`config.mk`:
```
export PLATFORM = sky130hd
export DESIGN_NAME = point_distance_sorter_top
export DESIGN_NICKNAME = d
export VERILOG_FILES = /design/src/rtl/core/pds_pkg.sv /design/src/rtl/core/pds_dist_unit.sv /design/src/rtl/core/point_distance_sorter_top.sv
export VERILOG_INCLUDE_DIRS = /design/src /design/src/rtl/core
export SDC_FILE = /design/constraint.sdc
export NUM_CORES = 2
export LEC_CHECK = 0
export BUFFER_PORTS_ARGS = -buffer_cell sky130_fd_sc_hd__buf_2
export CELL_PAD_IN_SITES_DETAIL_PLACEMENT = 1
export CELL_PAD_IN_SITES_GLOBAL_PLACEMENT = 1
export CORE_MARGIN = 2
export CORE_UTILIZATION = 45
export DETAILED_ROUTE_END_ITERATION = 7
export PLACE_DENSITY_LB_ADDON = 0.1
export SETUP_SLACK_MARGIN = 0.4
export SKIP_CTS_REPAIR_TIMING = 1
export SKIP_LAST_GASP = 1
export SLEW_MARGIN = 20
export SYNTH_ARGS = -nofsm -noshare
export SYNTH_HDL_FRONTEND = slang
export SYNTH_SLANG_ARGS = --single-unit
```
`constraint.sdc`:
```
create_clock -name clk -period 6.2 [get_ports clk]
set_clock_uncertainty 0.2 [all_clocks]
set_input_delay 1.24 -clock clk [delete_from_list [all_inputs] [get_ports clk]]
set_output_delay 1.24 -clock clk [all_outputs]
set_load 0.01 [all_outputs]
```
`src/rtl/core/point_distance_sorter_top_defines.svh`:
```
// Assertion macros for the point distance sorter.
// Each expects clk and rst_n to be visible where it is used.
`ifndef POINT_DISTANCE_SORTER_TOP_DEFINES_SVH
`define POINT_DISTANCE_SORTER_TOP_DEFINES_SVH

`ifndef SYNTHESIS
`define PDS_ASSERT(lbl, prop, msg) \
  lbl: assert property (@(posedge clk) disable iff (!rst_n) prop) else $error(msg);
`define PDS_ASSERT_NEXT(lbl, ante, cons, msg) \
  lbl: assert property (@(posedge clk) disable iff (!rst_n) (ante) |=> (cons)) else $error(msg);
`else
`define PDS_ASSERT(lbl, prop, msg)
`define PDS_ASSERT_NEXT(lbl, ante, cons, msg)
`endif

`endif

```
`src/rtl/core/pds_pkg.sv`:
```
`default_nettype none

package pds_pkg;

  // Field widths of the point and result transfers.
  localparam int ID_W    = 8;
  localparam int COORD_W = 16;
  localparam int SQ_W    = 32;
  localparam int DIST_W  = 34;

  // Register indexes on the configuration port.
  localparam logic REG_START_X = 1'b0;
  localparam logic REG_START_Y = 1'b1;

  // Controller states.
  typedef enum logic [2:0] {
    ST_IDLE,
    ST_MUL,
    ST_WRITE,
    ST_SCAN,
    ST_DRAIN,
    ST_EMIT
  } pds_state_t;

endpackage

`default_nettype wire

```
`src/rtl/core/pds_dist_unit.sv`:
```
`default_nettype none

module pds_dist_unit
  import pds_pkg::*;
(
  input  wire logic                      clk,
  input  wire logic                      load,
  input  wire logic signed [COORD_W-1:0] point_x,
  input  wire logic signed [COORD_W-1:0] point_y,
  input  wire logic signed [COORD_W-1:0] start_x,
  input  wire logic signed [COORD_W-1:0] start_y,
  output logic             [DIST_W-1:0]  dist_sq
);

  logic signed [COORD_W:0]     dx_r;
  logic signed [COORD_W:0]     dy_r;
  logic signed [2*COORD_W+1:0] prod_x;
  logic signed [2*COORD_W+1:0] prod_y;
  logic        [SQ_W-1:0]      sq_x_r;
  logic        [SQ_W-1:0]      sq_y_r;

  // First stage: differences to the start point, taken when a point is accepted.
  always_ff @(posedge clk) begin
    if (load) begin
      dx_r <= $signed({point_x[COORD_W-1], point_x}) - $signed({start_x[COORD_W-1], start_x});
      dy_r <= $signed({point_y[COORD_W-1], point_y}) - $signed({start_y[COORD_W-1], start_y});
    end
  end

  // Second stage: the squares. The difference magnitude is at most 65535, so its square stays below 2**32.
  assign prod_x = dx_r * dx_r;
  assign prod_y = dy_r * dy_r;

  always_ff @(posedge clk) begin
    sq_x_r <= prod_x[SQ_W-1:0];
    sq_y_r <= prod_y[SQ_W-1:0];
  end

  // The final sum is consumed by the store write.
  assign dist_sq = {{(DIST_W-SQ_W){1'b0}}, sq_x_r} + {{(DIST_W-SQ_W){1'b0}}, sq_y_r};

endmodule

`default_nettype wire

```
`src/rtl/core/point_distance_sorter_top.sv`:
```
// Point distance sorter. Points are loaded with start while busy is low; a new
// point can be taken while the previous one is written. Each point's squared
// distance from the start point registers is stored with its identifier in a
// single memory. The point marked last_point is stored too, and the block then
// reports all stored points in ascending distance order, equal distances in load
// order, one result on the out_ ports per out_strobe pulse. The receiver cannot
// stall: every strobed result must be taken in that cycle. The run length is set
// by the memory's single read port, which is swept once over all entries for each
// result; busy falls in the cycle the final result is strobed. Points arriving
// while MAX_POINTS are held are dropped. The start point registers should only
// be written while busy is low.
`default_nettype none
`include "point_distance_sorter_top_defines.svh"

module point_distance_sorter_top
  import pds_pkg::*;
#(
  parameter int MAX_POINTS = 64
) (
  input  wire logic                      clk,
  input  wire logic                      rst_n,
  // Point input
  input  wire logic                      start,
  output logic                           busy,
  input  wire logic        [ID_W-1:0]    in_point_id,
  input  wire logic signed [COORD_W-1:0] in_point_x,
  input  wire logic signed [COORD_W-1:0] in_point_y,
  input  wire logic                      in_last_point,
  // Result output
  output logic                           out_strobe,
  output logic             [ID_W-1:0]    out_sorted_id,
  output logic             [DIST_W-1:0]  out_distance_sq,
  output logic                           out_last_result,
  // Configuration port
  input  wire logic                      psel,
  input  wire logic                      penable,
  input  wire logic                      pwrite,
  input  wire logic        [2:0]         paddr,
  input  wire logic        [31:0]        pwdata,
  output logic             [31:0]        prdata,
  output logic                           pready
);

  localparam int AW    = $clog2(MAX_POINTS);
  localparam int CW    = $clog2(MAX_POINTS + 1);
  localparam int WORD_W = ID_W + DIST_W;
  localparam int KEY_W  = DIST_W + AW;

  pds_state_t state_r, state_nxt;

  logic signed [COORD_W-1:0] start_x_r;
  logic signed [COORD_W-1:0] start_y_r;

  logic [CW-1:0]     count_r;
  logic [AW-1:0]     scan_r;
  logic [AW-1:0]     rank_r;
  logic              last_r;
  logic [ID_W-1:0]   id_r;
  logic              first_r;
  logic              rd_valid_r;
  logic [AW-1:0]     rd_idx_r;
  logic [WORD_W-1:0] rd_data_r;
  logic              best_valid_r;
  logic [KEY_W-1:0]  best_key_r;
  logic [ID_W-1:0]   best_id_r;
  logic [KEY_W-1:0]  last_key_r;

  logic [WORD_W-1:0] mem [MAX_POINTS];

  logic              accept;
  logic              cfg_write;
  logic [DIST_W-1:0] dist_sq;
  logic              mem_we;
  logic              scan_last;
  logic              rank_last;
  logic [KEY_W-1:0]  cand_key;
  logic              cand_take;

  // Configuration registers; pready is tied high so each access ends at once.
  assign pready    = 1'b1;
  assign cfg_write = psel && penable && pwrite && pready;

  always_ff @(posedge clk) begin
    if (!rst_n) begin
      start_x_r <= '0;
      start_y_r <= '0;
    end else if (cfg_write) begin
      case (paddr[2])
        REG_START_X: start_x_r <= pwdata[COORD_W-1:0];
        REG_START_Y: start_y_r <= pwdata[COORD_W-1:0];
        default:     start_x_r <= start_x_r;
      endcase
    end
  end

  always_comb begin
    case (paddr[2])
      REG_START_X: prdata = {{(32-COORD_W){start_x_r[COORD_W-1]}}, start_x_r};
      REG_START_Y: prdata = {{(32-COORD_W){start_y_r[COORD_W-1]}}, start_y_r};
      default:     prdata = '0;
    endcase
  end

  // Distance pipeline: difference on transfer, squares next cycle, sum at the write.
  assign accept = start && !busy;

  pds_dist_unit u_dist (
    .clk     (clk),
    .load    (accept),
    .point_x (in_point_x),
    .point_y (in_point_y),
    .start_x (start_x_r),
    .start_y (start_y_r),
    .dist_sq (dist_sq)
  );

  assign scan_last = (CW'(scan_r) == count_r - CW'(1));
  assign rank_last = (CW'(rank_r) == count_r - CW'(1));

  // Next state.
  always_comb begin
    state_nxt = state_r;
    case (state_r)
      ST_IDLE:  if (accept) state_nxt = ST_MUL;
      ST_MUL:   state_nxt = ST_WRITE;
      ST_WRITE: begin
        if (last_r) state_nxt = ST_SCAN;
        else if (accept) state_nxt = ST_MUL;
        else state_nxt = ST_IDLE;
      end
      ST_SCAN:  if (scan_last) state_nxt = ST_DRAIN;
      ST_DRAIN: state_nxt = ST_EMIT;
      ST_EMIT:  state_nxt = rank_last ? ST_IDLE : ST_SCAN;
      default:  state_nxt = ST_IDLE;
    endcase
  end

  // Outputs of the controller.
  always_comb begin
    busy   = 1'b1;
    mem_we = 1'b0;
    case (state_r)
      ST_IDLE:  busy = 1'b0;
      ST_WRITE: begin
        busy   = last_r;
        mem_we = (count_r < CW'(MAX_POINTS));
      end
      default:  busy = 1'b1;
    endcase
  end

  always_ff @(posedge clk) begin
    if (!rst_n) state_r <= ST_IDLE;
    else state_r <= state_nxt;
  end

  // Point store: identifier and distance in one word, read one entry a cycle.
  always_ff @(posedge clk) begin
    if (mem_we) mem[count_r[AW-1:0]] <= {id_r, dist_sq};
    rd_data_r <= mem[scan_r];
  end

  // Fields of the accepted point that travel with the distance pipeline.
  always_ff @(posedge clk) begin
    if (accept) begin
      id_r   <= in_point_id;
      last_r <= in_last_point;
    end
  end

  // Fill count, scan address and output rank.
  always_ff @(posedge clk) begin
    if (!rst_n) begin
      count_r    <= '0;
      scan_r     <= '0;
      rank_r     <= '0;
      first_r    <= 1'b0;
      rd_valid_r <= 1'b0;
    end else begin
      rd_valid_r <= (state_r == ST_SCAN);
      rd_idx_r   <= scan_r;
      case (state_r)
        ST_WRITE: begin
          if (mem_we) count_r <= count_r + CW'(1);
          scan_r  <= '0;
          rank_r  <= '0;
          first_r <= 1'b1;
        end
        ST_SCAN:  scan_r <= scan_r + AW'(1);
        ST_EMIT: begin
          scan_r  <= '0;
          rank_r  <= rank_r + AW'(1);
          first_r <= 1'b0;
          if (rank_last) count_r <= '0;
        end
        default:  scan_r <= scan_r;
      endcase
    end
  end

  // Search: the smallest (distance, load position) above the one last reported.
  assign cand_key  = {rd_data_r[DIST_W-1:0], rd_idx_r};
  assign cand_take = rd_valid_r && (first_r || (cand_key > last_key_r)) &&
                     (!best_valid_r || (cand_key < best_key_r));

  always_ff @(posedge clk) begin
    if (!rst_n) begin
      best_valid_r <= 1'b0;
    end else if (state_r == ST_EMIT || state_r == ST_WRITE) begin
      best_valid_r <= 1'b0;
    end else if (cand_take) begin
      best_valid_r <= 1'b1;
    end
  end

  always_ff @(posedge clk) begin
    if (cand_take) begin
      best_key_r <= cand_key;
      best_id_r  <= rd_data_r[WORD_W-1:DIST_W];
    end
    if (state_r == ST_EMIT) last_key_r <= best_key_r;
  end

  // Result register: one strobed transfer per completed search.
  always_ff @(posedge clk) begin
    if (!rst_n) out_strobe <= 1'b0;
    else out_strobe <= (state_r == ST_EMIT);
  end

  always_ff @(posedge clk) begin
    if (state_r == ST_EMIT) begin
      out_sorted_id   <= best_id_r;
      out_distance_sq <= best_key_r[KEY_W-1:AW];
      out_last_result <= rank_last;
    end
  end

  // Checks on the controller.
  `PDS_ASSERT(a_strobe_after_emit, out_strobe |-> $past(state_r == ST_EMIT),
              "result without search")
  `PDS_ASSERT(a_run_end_empty,
              (out_strobe && out_last_result) |-> (state_r == ST_IDLE && count_r == '0),
              "store not emptied after run")
  `PDS_ASSERT(a_count_bound, count_r <= CW'(MAX_POINTS), "fill count beyond capacity")
  `PDS_ASSERT_NEXT(a_run_start, state_r == ST_WRITE && last_r,
                   state_r == ST_SCAN && rank_r == '0 && first_r,
                   "run did not start cleanly")

endmodule

`default_nettype wire
```
==> Flow_metrics.wiki <==
{| class="wikitable"
! Metric !! Value
|-
| Run status || finished, violations left
|-
| Failing checks || negative setup slack
|-
| Summed instance area of the synthesized netlist || 132,400 µm²
|-
| Row count || 199
|-
| Post-DR vias/cell || 5.840
|-
| Post-route fraction of the period consumed by the critical path || 101.4%
|-
| Post-synthesis sequential element count || 2,929
|-
| Cell area after placement || 142,000 µm²
|-
| DR vias || 69,512
|-
| CTS H-Tree Depth || 5
|-
| Post-synth EDFFs || 2,768
|-
| Post-Layout Inst Area || 153,400 µm²
|-
| Max Fclk || 159.1 MHz
|-
| Layout cells sized above 1 || 27.98%
|-
| TritonCTS sink count || 2,929
|-
| Hold path depth || 0
|-
| Horizontal extent of the die || 546.4 µm
|-
| Share of the yosys chip area belonging to registers || 65.23%
|-
| Gr ovfl total || 0
|-
| Count of max-cap constraint violations || 0
|-
| Cell count of the worst reg-to-reg path || 21
|-
| Count of final setup violators || 8
|-
| Post-layout minimum cycle time || 6.285 ns
|-
| Net count, final || 8,636
|-
| Deepest clock path buffer count || 4
|-
| Clock transition at path regs || 0.06 ns
|-
| Share of synthesized registers carrying an async set or reset || 0%
|-
| Post-synthesis cell type with the largest combined area || edfxtp_1
|-
| Syn-to-layout area delta || 15.88%
|-
| Vias in the first global route || 73,405
|-
| Area enclosed by the die boundary || 298,500 µm²
|-
| Hold violation count in the final report || 0
|-
| Transition time at the pin with the least slew margin || 1.188 ns
|-
| Post-DR wirelength/cell || 32.64 µm
|-
| Worst Path Class, Setup || reg2reg
|-
| CTS root buf || clkbuf_16
|-
| Startpoint Class || register
|-
| TritonCTS clock tree || yes
|-
| Post-route worst setup slack || -0.08493 ns
|-
| Syn Inst Count || 7,123
|-
| Syn. warnings || 0
|-
| Number of clock buffers inserted by TritonCTS || 318
|-
| Dominant synthesized flop cell || edfxtp_1
|-
| Leading cell types by total area after synthesis || edfxtp_1 (63%), mux4_2 (15%), fa_1 (7.8%)
|-
| DRC violation count after routing || 0
|-
| Skew-Pair Late Insertion Delay || 0.93 ns
|-
| Remaining antenna violation count after routing || 0
|-
| Final wirelength || 388.5 mm
|-
| Initial standard-cell utilization of the core || 45.13%
|-
| Ports placed on the boundary || 160
|-
| Library cells used by synthesis || 69
|-
| Count of buffers inserted at the top-level ports || 139
|-
| Relative slew slack || 20.56%
|-
| Number of antenna violations at the first check in global routing || 32
|-
| Critical path peak fanout || 14
|-
| Tot GR Track Use || 26.21%
|-
| Hpwl dp || 236.8 mm
|-
| Core Region || 293,300 µm²
|-
| Arrival time reported for the critical path endpoint || 6.84 ns
|-
| Setup repair after global routing missed its margin || yes
|-
| Share of the synthesized area in the top cell type || 62.79%
|-
| Routability congestion estimate from global placement || 0.8198
|-
| Die extent in y || 546.4 µm
|-
| TritonRoute pass-1 iters || 7
|-
| Detailed Route Iter0 Violations || 7,428
|-
| CP Data Required Time || 6.76 ns
|-
| Avg Synthesized Cell Area || 18.58 µm²
|-
| CP Capture Type || register
|-
| Hold/Removal Path Class || reg2reg
|-
| Post-synthesis net count || 8,033
|-
| Maximum number of pins on one net before global-route repair || 102
|-
| First-pass GRT wire length || 550.3 mm
|-
| Fin. max-slew vios || 0
|}
## synthesized netlist by cell type, types with 39 or more instances
library cell and n:
buf_4 51, buf_2 57, xor2_1 39, o21ai_0 80, clkbuf_1 186, nor2_1 195, mux4_2 861, nand2_1 291
a21oi_1 93, edfxtp_1 2768, dfxtp_1 161, and2_1 120, inv_1 807, xnor2_1 118, a21o_1 54, nor3_1 39
ha_1 312, fa_1 516
## final timing paths
kind / startpoint / to / slack (ns)
worst max register to register: u_dist.dy_r[15] / u_dist.sq_y_r[27] / -0.08
worst min register to register: rd_data_r[40] / best_id_r[6] / 0.21
worst min-delay path: rd_data_r[40] / best_id_r[6] / 0.21
worst max-delay path: u_dist.dy_r[15] / u_dist.sq_y_r[27] / -0.08
## cell usage in the layout, fill, tap and decap left out, types with 22 or more instances in the layout
cell type | Yosys | final
a21boi_0 | 37 | 37
a21o_1 | 54 | 54
a21oi_1 | 93 | 79
and2_1 | 120 | 114
buf_12 | 0 | 96
buf_2 | 57 | 140
buf_4 | 51 | 341
buf_6 | 1 | 24
bufinv_16 | 0 | 23
clkbuf_1 | 186 | 79
clkbuf_16 | 0 | 326
clkinv_1 | 0 | 46
clkinv_2 | 0 | 58
dfxtp_1 | 161 | 155
edfxtp_1 | 2768 | 2768
fa_1 | 516 | 492
fa_2 | 0 | 24
ha_1 | 312 | 281
ha_4 | 0 | 27
inv_1 | 807 | 767
inv_2 | 0 | 39
mux4_2 | 861 | 861
nand2_1 | 291 | 269
nand3_1 | 35 | 29
nand4_1 | 22 | 22
nor2_1 | 195 | 122
nor2_4 | 0 | 66
nor2b_1 | 38 | 37
nor3_1 | 39 | 34
o21ai_0 | 80 | 68
xnor2_1 | 118 | 99
xor2_1 | 39 | 27
## worst max-delay path: stages (launching register included)
cell and delay (ns):
edfxtp_1 0.42, buf_12 0.18, buf_4 0.16, and2_1 0.20, fa_1 0.49, inv_1 0.06, fa_1 0.57, fa_2 0.49
fa_1 0.51, inv_1 0.05, fa_1 0.50, fa_1 0.46, ha_4 0.31, nand3_4 0.08, nor4_4 0.32, nand2_1 0.13
buf_4 0.15, buf_4 0.12, o31ai_2 0.18, buf_4 0.16, nor3_1 0.05, xnor2_1 0.33
## kinds of logic after synthesis
group	after synthesis	share of synthesized area, %
compound gates	399	1.993
simple gates	813	2.873
mux	866	14.69
buf+inv	1128	3.403
other cells	2	0.005673
xor+xnor	158	1.056
flops	2929	65.23
fa+ha+maj	828	10.75
## flip-flops by register name, summed over array words and instances, names as in the netlist, 16 cells and up
register       count
mem             2624
rd_data_r         41
best_key_r        39
last_key_r        38
u_dist.sq_x_r     31
u_dist.sq_y_r     31
u_dist.dx_r       17
u_dist.dy_r       17
start_x_r         16
start_y_r         16
## routing by layer
| metal | share of wire, % | routed length [µm] | up-vias | GRT usage (%) |
|---|---|---|---|---|
| met5 | 0.032 | 124 | - | 0 |
| met4 | 2.9 | 11220 | 18 | 6.700 |
| met3 | 9.1 | 35230 | 548 | 6.156 |
| met2 | 48 | 185800 | 2803 | 41.95 |
| met1 | 40 | 156200 | 37852 | 36.33 |
| li1 | - | - | 28291 | - |
## area by class of cell
type,instances,area (µm²)
diodes,6,15.01
flip-flops and latches,2929,86370
clock buffers,414,8556
inverters,807,3030
repair buffers,604,5530
well taps,3919,4903
clock inverters,158,1617
multi-input cells,3066,43380
fillers,26503,139900
## through the flow
stage | cells | worst slack, ns | util, % | hold slack [ns] | setup TNS, ns
floorplan | 7123 | 0.1359 | - | 0.1855 | 0
global placement | 11279 | -0.4523 | 48.39 | 0.1917 | -1.623
detailed placement | 11281 | -0.4778 | 48.40 | 0.1913 | -1.957
CTS | 11853 | -0.4942 | 51.87 | 0.2084 | -2.832
global route | 11899 | -0.2741 | 52.29 | 0.2262 | -2.616
finish | 11903 | -0.08493 | 52.30 | 0.2070 | -0.3095
Power is not shown: default switching activity piles up to over one toggle a cycle in this logic, so the estimate is an artifact.
